$ cat src/hw/rtl/scip_pkg.sv
`default_nettype none

package scip_pkg;

  // Parser phases
  localparam logic [3:0] PH_MAGIC  = 4'd0;
  localparam logic [3:0] PH_HFLAGS = 4'd1;
  localparam logic [3:0] PH_HSIZE  = 4'd2;
  localparam logic [3:0] PH_HVER   = 4'd3;
  localparam logic [3:0] PH_TAG    = 4'd4;
  localparam logic [3:0] PH_DSEG   = 4'd5;
  localparam logic [3:0] PH_DFLAGS = 4'd6;
  localparam logic [3:0] PH_DSTART = 4'd7;
  localparam logic [3:0] PH_DLEN   = 4'd8;
  localparam logic [3:0] PH_DPAY   = 4'd9;
  localparam logic [3:0] PH_EADDR  = 4'd10;
  localparam logic [3:0] PH_EBYTE  = 4'd11;
  localparam logic [3:0] PH_CSUM   = 4'd12;
  localparam logic [3:0] PH_DRAIN  = 4'd13;

  // Record tags
  localparam logic [31:0] TAG_DATA  = 32'd1;
  localparam logic [31:0] TAG_ENTRY = 32'd2;
  localparam logic [31:0] TAG_END   = 32'd3;

  // Status codes
  localparam logic [2:0] ST_OK        = 3'd0;
  localparam logic [2:0] ST_BAD_MAGIC = 3'd1;
  localparam logic [2:0] ST_BAD_TAG   = 3'd2;
  localparam logic [2:0] ST_BAD_CSUM  = 3'd3;
  localparam logic [2:0] ST_TRUNC     = 3'd4;

  localparam logic [31:0] MAGIC_WORD = 32'h7f494152;
  localparam logic [7:0]  PAD_BYTE   = 8'hff;

  // Result word width in bits
  localparam int TDATA_W = 56;

  // Bytes in the field read during each phase
  function automatic logic [2:0] field_len(input logic [3:0] ph);
    logic [2:0] len;
    case (ph)
      PH_MAGIC, PH_HFLAGS, PH_HSIZE, PH_DSTART, PH_DLEN, PH_EADDR, PH_CSUM: len = 3'd4;
      PH_HVER, PH_DFLAGS: len = 3'd2;
      default: len = 3'd1;
    endcase
    return len;
  endfunction

endpackage

`default_nettype wire

$ cat src/hw/rtl/simple_code_image_parser.sv
`default_nettype none

// Channel  | Dir | Handshake         | Payload
// ---------+-----+-------------------+--------------------------------------------
// s_       | in  | s_tvalid/s_tready | s_tdata: in_byte; s_tlast: last_byte
// m_       | out | m_tvalid/m_tready | m_tuser: kind; m_tdata: data_byte,
//          |     |                   |   block_start, block_address, status, pad_count
//
// One file byte is taken per cycle while s_tready is high; each transfer is parsed
// by a single layer of logic (a 32-bit add for the byte sum and address, a field
// shift, a compare) that feeds the result register; at most one result per byte.
// s_tready is high whenever the result register is empty or is being drained,
// so a stall on the output only holds the input once a result is waiting.
// rst (synchronous, active high) returns the parser to the magic phase and
// empties the result register; PAD_BYTE is the fill value the pad count refers to.
module simple_code_image_parser
  import scip_pkg::*;
#(
  parameter int BLOCK_BYTES = 256
) (
  input  wire logic               clk,
  input  wire logic               rst,
  input  wire logic               s_tvalid,
  output      logic               s_tready,
  input  wire logic [7:0]         s_tdata,   // [7:0] in_byte
  input  wire logic               s_tlast,   // last_byte
  output      logic               m_tvalid,
  input  wire logic               m_tready,
  output      logic [TDATA_W-1:0] m_tdata,   // [7:0] data_byte, [8] block_start,
                                             // [40:9] block_address, [43:41] status,
                                             // [51:44] pad_count, [55:52] zero
  output      logic               m_tuser    // kind: 0 data byte, 1 final status
);

  localparam int OFF_W = (BLOCK_BYTES > 1) ? $clog2(BLOCK_BYTES) : 1;

  // Parser state
  logic [3:0]       phase,           phase_next;
  logic [2:0]       field_count,     field_count_next;
  logic [31:0]      field_shift,     field_shift_next;
  logic [31:0]      record_left,     record_left_next;
  logic [31:0]      current_address, current_address_next;
  logic [OFF_W-1:0] block_offset,    block_offset_next;
  logic [31:0]      running_sum,     running_sum_next;
  logic             bad_tag_seen,    bad_tag_seen_next;

  // Result built this cycle
  logic               res_valid;
  logic               res_kind;
  logic [TDATA_W-1:0] res_data;

  logic s_xfer;

  // Combinational helpers
  logic [3:0]       ph;
  logic [2:0]       cnt_inc;
  logic [31:0]      val;
  logic [OFF_W:0]   off_inc;
  logic [OFF_W-1:0] off_wrap;
  logic             emit_st;
  logic [2:0]       st_code;
  logic             st_clear;
  logic             do_clear;
  logic [9:0]       pad_full;
  logic [7:0]       pad;

  assign s_tready = !m_tvalid || m_tready;
  assign s_xfer   = s_tvalid && s_tready;

  always_comb begin
    phase_next           = phase;
    field_count_next     = field_count;
    field_shift_next     = field_shift;
    record_left_next     = record_left;
    current_address_next = current_address;
    block_offset_next    = block_offset;
    running_sum_next     = running_sum;
    bad_tag_seen_next    = bad_tag_seen;
    res_valid            = 1'b0;
    res_kind             = 1'b0;
    res_data             = '0;
    emit_st              = 1'b0;
    st_code              = ST_OK;
    st_clear             = 1'b0;
    do_clear             = 1'b0;
    ph                   = (phase > PH_CSUM) ? PH_MAGIC : phase;
    cnt_inc              = field_count + 3'd1;
    val                  = {field_shift[23:0], s_tdata};
    off_inc              = {1'b0, block_offset} + {{OFF_W{1'b0}}, 1'b1};
    off_wrap             = (off_inc >= (OFF_W+1)'(BLOCK_BYTES)) ? '0 : off_inc[OFF_W-1:0];
    pad_full             = '0;
    pad                  = '0;

    if (s_xfer) begin
      if (phase == PH_DRAIN) begin
        // Drop bytes until the end of the file
        do_clear = s_tlast;
      end else if (phase == PH_DPAY) begin
        running_sum_next     = running_sum + {24'd0, s_tdata};
        current_address_next = current_address + 32'd1;
        block_offset_next    = off_wrap;
        record_left_next     = record_left - 32'd1;
        if (record_left_next == 32'd0) begin
          phase_next = PH_TAG;
        end
        if (s_tlast) begin
          // A payload byte marked last: status replaces its data result
          emit_st  = 1'b1;
          st_code  = ST_TRUNC;
          st_clear = 1'b1;
        end else begin
          res_valid = 1'b1;
          res_kind  = 1'b0;
          res_data  = {12'd0, 3'd0, current_address, (block_offset == '0), s_tdata};
        end
      end else begin
        phase_next = ph;
        if (ph != PH_CSUM) begin
          running_sum_next = running_sum + {24'd0, s_tdata};
        end
        if (cnt_inc < field_len(ph)) begin
          // Field still incomplete: hold the bytes gathered so far
          field_shift_next = val;
          field_count_next = cnt_inc;
          if (s_tlast) begin
            emit_st  = 1'b1;
            st_code  = ST_TRUNC;
            st_clear = 1'b1;
          end
        end else begin
          field_shift_next = '0;
          field_count_next = '0;
          case (ph)
            PH_MAGIC: begin
              if (val != MAGIC_WORD) begin
                emit_st  = 1'b1;
                st_code  = ST_BAD_MAGIC;
                st_clear = s_tlast;
              end else begin
                phase_next = PH_HFLAGS;
              end
            end
            PH_HFLAGS: phase_next = PH_HSIZE;
            PH_HSIZE:  phase_next = PH_HVER;
            PH_HVER:   phase_next = PH_TAG;
            PH_TAG: begin
              if (val == TAG_DATA) begin
                phase_next = PH_DSEG;
              end else if (val == TAG_ENTRY) begin
                phase_next = PH_EADDR;
              end else if (val == TAG_END) begin
                phase_next = PH_CSUM;
              end else begin
                // Unknown tag: flag it and read the next byte as a tag
                bad_tag_seen_next = 1'b1;
              end
            end
            PH_DSEG:   phase_next = PH_DFLAGS;
            PH_DFLAGS: phase_next = PH_DSTART;
            PH_DSTART: begin
              current_address_next = val;
              phase_next           = PH_DLEN;
            end
            PH_DLEN: begin
              record_left_next = val;
              phase_next       = (val == 32'd0) ? PH_TAG : PH_DPAY;
            end
            PH_EADDR: phase_next = PH_EBYTE;
            PH_EBYTE: phase_next = PH_TAG;
            PH_CSUM: begin
              emit_st  = 1'b1;
              st_clear = s_tlast;
              if (val + running_sum != 32'd0) begin
                st_code = ST_BAD_CSUM;
              end else begin
                st_code = bad_tag_seen ? ST_BAD_TAG : ST_OK;
              end
            end
            default: phase_next = PH_MAGIC;
          endcase
          if (!emit_st && s_tlast) begin
            emit_st  = 1'b1;
            st_code  = ST_TRUNC;
            st_clear = 1'b1;
          end
        end
      end

      if (emit_st) begin
        // Pad count follows the block offset after this byte
        pad_full  = 10'(BLOCK_BYTES) - 10'(block_offset_next);
        pad       = (block_offset_next == '0) ? 8'd0 : pad_full[7:0];
        res_valid = 1'b1;
        res_kind  = 1'b1;
        res_data  = {4'd0, pad, st_code, 41'd0};
        if (st_clear) begin
          do_clear = 1'b1;
        end else begin
          phase_next = PH_DRAIN;
        end
      end

      if (do_clear) begin
        phase_next           = PH_MAGIC;
        field_count_next     = '0;
        field_shift_next     = '0;
        record_left_next     = '0;
        current_address_next = '0;
        block_offset_next    = '0;
        running_sum_next     = '0;
        bad_tag_seen_next    = 1'b0;
      end
    end
  end

  always_ff @(posedge clk) begin
    if (rst) begin
      phase           <= PH_MAGIC;
      field_count     <= '0;
      field_shift     <= '0;
      record_left     <= '0;
      current_address <= '0;
      block_offset    <= '0;
      running_sum     <= '0;
      bad_tag_seen    <= 1'b0;
    end else begin
      phase           <= phase_next;
      field_count     <= field_count_next;
      field_shift     <= field_shift_next;
      record_left     <= record_left_next;
      current_address <= current_address_next;
      block_offset    <= block_offset_next;
      running_sum     <= running_sum_next;
      bad_tag_seen    <= bad_tag_seen_next;
    end
  end

  // Result register: load on a transfer that yields a result, drop when taken
  always_ff @(posedge clk) begin
    if (rst) begin
      m_tvalid <= 1'b0;
    end else if (s_xfer && res_valid) begin
      m_tvalid <= 1'b1;
    end else if (m_tready) begin
      m_tvalid <= 1'b0;
    end
  end

  always_ff @(posedge clk) begin
    if (s_xfer && res_valid) begin
      m_tdata <= res_data;
      m_tuser <= res_kind;
    end
  end

`ifndef SYNTHESIS
  a_reset_empty: assert property (@(posedge clk) rst |=> !m_tvalid)
    else $error("result register not empty after reset");

  a_status_clean: assert property (@(posedge clk) disable iff (rst)
    m_tvalid && m_tuser |-> m_tdata[40:0] == 41'd0 && m_tdata[55:52] == 4'd0)
    else $error("status result carries data fields");

  a_data_clean: assert property (@(posedge clk) disable iff (rst)
    m_tvalid && !m_tuser |-> m_tdata[55:41] == 15'd0)
    else $error("data result carries status fields");

  a_status_range: assert property (@(posedge clk) disable iff (rst)
    m_tvalid && m_tuser |-> m_tdata[43:41] <= ST_TRUNC)
    else $error("status code out of range");

  a_phase_range: assert property (@(posedge clk) disable iff (rst)
    phase <= PH_DRAIN)
    else $error("parser phase out of range");
`endif

endmodule

`default_nettype wire
$ cat config.mk
export PLATFORM = sky130hd
export DESIGN_NAME = simple_code_image_parser
export DESIGN_NICKNAME = d
export VERILOG_FILES = /design/src/hw/rtl/scip_pkg.sv /design/src/hw/rtl/simple_code_image_parser.sv
export SDC_FILE = /design/constraint.sdc
export NUM_CORES = 1
export LEC_CHECK = 0
export BUFFER_PORTS_ARGS = -buffer_cell sky130_fd_sc_hd__buf_4
export CORE_MARGIN = 2
export CORE_UTILIZATION = 50
export CTS_BUF_LIST = sky130_fd_sc_hd__clkbuf_8
export DETAILED_ROUTE_END_ITERATION = 8
export GPL_TIMING_DRIVEN = 0
export PLACE_DENSITY = 0.73
export SYNTH_ARGS = -nofsm -noshare
export SYNTH_HDL_FRONTEND = slang
export SYNTH_SLANG_ARGS = --single-unit
$ cat constraint.sdc
create_clock -name clk -period 5.9 [get_ports clk]
set_clock_uncertainty 0.05 [all_clocks]
set_input_delay 0.59 -clock clk [delete_from_list [all_inputs] [get_ports clk]]
set_output_delay 0.59 -clock clk [all_outputs]
set_load 0.005 [all_outputs]
==> results.txt <==
----------------------------------------------------
[Global route]
  Initial antenna violation count ... 0
  Vias in the first global route ... ~11000
  Gr ovfl total ... 0
  Largest net degree at the start of global routing ... 39
  Tot GR Track Use ... 0.3149
  Wire length of the first global-routing pass ... ~60 mm

[Setup path]
  Worst path required time ... between 6 and 7 ns
  Worst flop-to-flop path endpoint ... current_address[27]
  Number of cells on the critical path ... 14
  Reg-to-reg slack, setup ... around 1.7 ns
  Critical Path End ... current_address[27]
  Endpoint kind of the worst setup timing path ... flop
  Nature of the critical path startpoint ... flop
  CP max stage delay ... around 0.52 ns
  Sequence of cells on the critical path ... clkbuf_1 -> clkbuf_1 -> xor2_1 -> nand2_1 -> ha_1 -> a21o_1 -> a21o_1 -> and3_1 -> o21ai_0 -> a21o_1 -> clkbuf_1 -> buf_1 -> nor2_1 -> nor3_1
  Worst Path Buf+Inv ... 4
  Gate family responsible for the most delay along the worst path ... buffers and inverters
  Worst setup path startpoint ... phase[2]
  Startpoint of the worst-slack reg-to-reg timing path ... phase[2]
  Depth of the worst register-to-register path ... 14
  Critical path type ... flop to flop
  Arrival time worst endpoint ... between 4 and 5 ns
  CP max-delay cell ... sky130_fd_sc_hd__buf_1
  Crit path max fanout ... 10

[Power and ir drop]
  Maximum vdd ir drop ... roughly 160 uV
  Pleak ... a little under 5 nW
  Ratio of total power to cell area ... about 210 nW/um2

[Clock tree]
  Hold buffer count at CTS ... 0
  Clock buffer depth ... 2
  Post-CTS sizing ... 0
  Number of levels the H-tree was split into ... 4
  TritonCTS clock tree ... done
  CTS Buf Count ... 17
  Master cell of the clock root buffer ... sky130_fd_sc_hd__clkbuf_8
  Clk_lat worst skew ... around 0.48 ns
  Number of buffers inserted by post-CTS setup repair ... 0
  Clock-pin slew on the worst setup and hold paths ... approximately 0.11 ns
  Count of clock tree sinks ... 190

[Synth]
  Post-synth top flop ... sky130_fd_sc_hd__dfxtp_1
  Synthesis Warnings ... 0
  Number of distinct library cell variants in the gate-level netlist after synthesis ... 76
  Number of instances in the synthesized netlist ... 1504
  Share of synthesized registers carrying an async set or reset ... 0
  Register bit total from synthesis ... 190
  Post-synthesis area per instance ... around 7.8 um2
  Number of synthesized flops with an enable pin ... 53
  Post-Syn Area ... 11790 um2
  Post-synthesis sequential area ratio ... 0.3675

[Drt]
  Number of iterations in the first detailed-routing pass ... 7
  DRC violation count after routing ... 0
  Via count normalized by instance count ... approximately 6.3
  Antenna-violating nets left ... 0
  Detailed router's first-iteration violation count ... around 1600
  Sum of routed wire length over all layers ... approximately 40 mm
  Via count of the routed design ... about 12000
  Post-DR wirelength/cell ... ~20 um

[Floorplanning]
  Count of boundary I/O pins ... 72
  Horiz. Die Dim ... between 150 and 200 um
  Initial Utilization ... 0.5055
  Y dimension of the die ... between 150 and 200 um
  Die Footprint ... between 20000 and 25000 um2
  Placeable core region ... 23330 um2
  Standard-cell rows ... between 50 and 60

[Placed design]
  Placer's final routability congestion estimate ... between 0.9 and 1
  Detailed placement HPWL ... 28.97 mm
  Number of buffer cells added on primary ports ... between 60 and 70
  Placed instance count ... between 1500 and 2000

[Timing]
  Post-route clock period utilization ... 0.7160
  Number of hold violations in the final report ... 0
  Total Negative Setup Slacks ... 0 ns
  Worst-margin pin slew ... 0.9966 ns
  Upper clock frequency limit ... 236.7 MHz
  Number of endpoints failing setup at the final stage ... 0
  Slew margin rel. ... 0.3331
  Minimum period implied by the final worst setup slack ... around 4.2 ns
  RSZ-0062 raised after global routing ... false
  Pins over their slew limit ... 0

[Outcome]
  Run status ... finished, final reports clean

[Job]
  Number of maximum-capacitance constraint violations ... 0

[Final layout]
  Total number of nets in the final design ... about 1600
  Final cell count without fillers ... ~1900
  Fraction of final layout cells sized beyond drive strength 1 ... 0.07788
  Syn-to-layout area delta ... 11.45%
  Diode count ... 0

[Hold path]
  Class of the most critical hold timing path ... primary input to flop

----------------------------------------------------
-- worst min-delay path: cells and delay by family --
kind | cells | cell delay [ns]
AND/OR/NAND/NOR | 1 | 0.08
buffers and inverters | 1 | 0.15
multiplexers | 1 | 0.08
-- report_power, final --
part	total, W	switching (W)	internal [W]
registers	0.00141	0.0000308	0.00138
clock network	0.000922	0.000558	0.000365
logic	0.000483	0.000316	0.000167
total	0.00282	0.000904	0.00191
-- final cells by class --
| class | count | area [um2] |
|---|---|---|
| Buffer | 102 | 414.1 |
| Clock buffer | 17 | 234.0 |
| Clock inverter | 15 | 195.2 |
| Fill cell | 2220 | 10190 |
| Inverter | 34 | 127.6 |
| Multi-Input combinational cell | 1181 | 6932 |
| Sequential cell | 190 | 4334 |
| Tap cell | 319 | 399.1 |
| Timing Repair Buffer | 66 | 508.0 |
-- cells in the mapped netlist, drive strengths merged (18+ instances only) --
cell type | count | area share
a21oi | 129 | 0.055
a22oi | 42 | 0.027
a31oi | 18 | 0.0095
and3 | 51 | 0.027
clkbuf | 93 | 0.030
dfxtp | 137 | 0.23
edfxtp | 53 | 0.13
ha | 40 | 0.042
inv | 33 | 0.011
nand2 | 137 | 0.044
nand3 | 47 | 0.020
nand4 | 25 | 0.014
nor2 | 233 | 0.074
nor3 | 56 | 0.025
o21ai | 91 | 0.039
xnor2 | 35 | 0.026
xor2 | 36 | 0.027
-- worst min-delay path by stage --
stage / cells after the start / start / end / slack (ns)
global placement: 2 / bad_tag_seen / bad_tag_seen / 0.41
floorplan: 2 / bad_tag_seen / bad_tag_seen / 0.39
CTS: 3 / s_tdata[7] / field_shift[7] / 0.40
global route: 3 / s_tdata[7] / field_shift[7] / 0.44
finish: 3 / s_tdata[7] / field_shift[7] / 0.41
detailed placement: 2 / bad_tag_seen / bad_tag_seen / 0.43
-- state kept, by name, summed over array words and instances (netlist names) --
| name | cells |
|---|---|
| field_count | 3 |
| phase | 4 |
| m_tdata | 52 |
| m_tvalid | 1 |
| m_tuser | 1 |
| field_shift | 24 |
| bad_tag_seen | 1 |
| block_offset | 8 |
| record_left | 32 |
| current_address | 32 |
| running_sum | 32 |
-- metrics by stage --
| step | instance area, um2 | util | worst slack (ns) | hold WS, ns | power [W] |
|---|---|---|---|---|---|
| 6_report | 13140 | 0.5633 | 1.676 | 0.4058 | 0.002819 |
| 5_1_grt | 13140 | 0.5633 | 1.312 | 0.4352 | 0.002920 |
| 4_1_cts | 13140 | 0.5633 | 1.703 | 0.3982 | 0.002816 |
| 3_5_place_dp | 12710 | 0.5449 | 1.525 | 0.4299 | 0.001913 |
| 3_3_place_gp | 12690 | 0.5440 | 0.8045 | 0.4079 | 0.001907 |
| 2_1_floorplan | 11810 | - | 2.121 | 0.3918 | 0.001748 |
-- routing by layer --
layer,vias up,GRT usage,routed length [um]
li1,5648,-,-
met1,5681,0.4097,16060
met2,598,0.5043,17660
met3,143,0.05557,3208
met4,0,0.1584,2019
met5,-,0,0
-- cell usage in the layout, fill, tap and decap left out, drive strengths merged, types with 6 or more instances in the layout --
master   instances
nor3            56
or4             13
clkbuf         110
o21ai           91
clkinv           8
and2             7
nor2           233
dfxtp          137
ha              40
a211oi          15
nand4           25
a21oi          129
a2111oi          6
o31ai           14
nand3b           6
nor2b            6
mux2i           13
a21o            13
nand2b          14
or3             17
a31oi           18
edfxtp          53
nand2          137
and3            51
buf             75
a311oi           7
xor2            36
inv             39
o32ai            7
o211ai           7
nor4            17
xnor2           35
a22oi           42
nand3           47
-- cells by family after synthesis --
group | Yosys count | synth area share
AO/OA/AOI/OAI | 404 | 0.2162
XOR/XNOR | 71 | 0.05273
adder cells (fa/ha/maj) | 41 | 0.04413
buffers and inverters | 136 | 0.04594
flip-flops | 190 | 0.3675
multiplexers | 13 | 0.01103
other | 1 | 0.0003180
AND/OR/NAND/NOR | 648 | 0.2621
(Power assumes the default switching activity.)
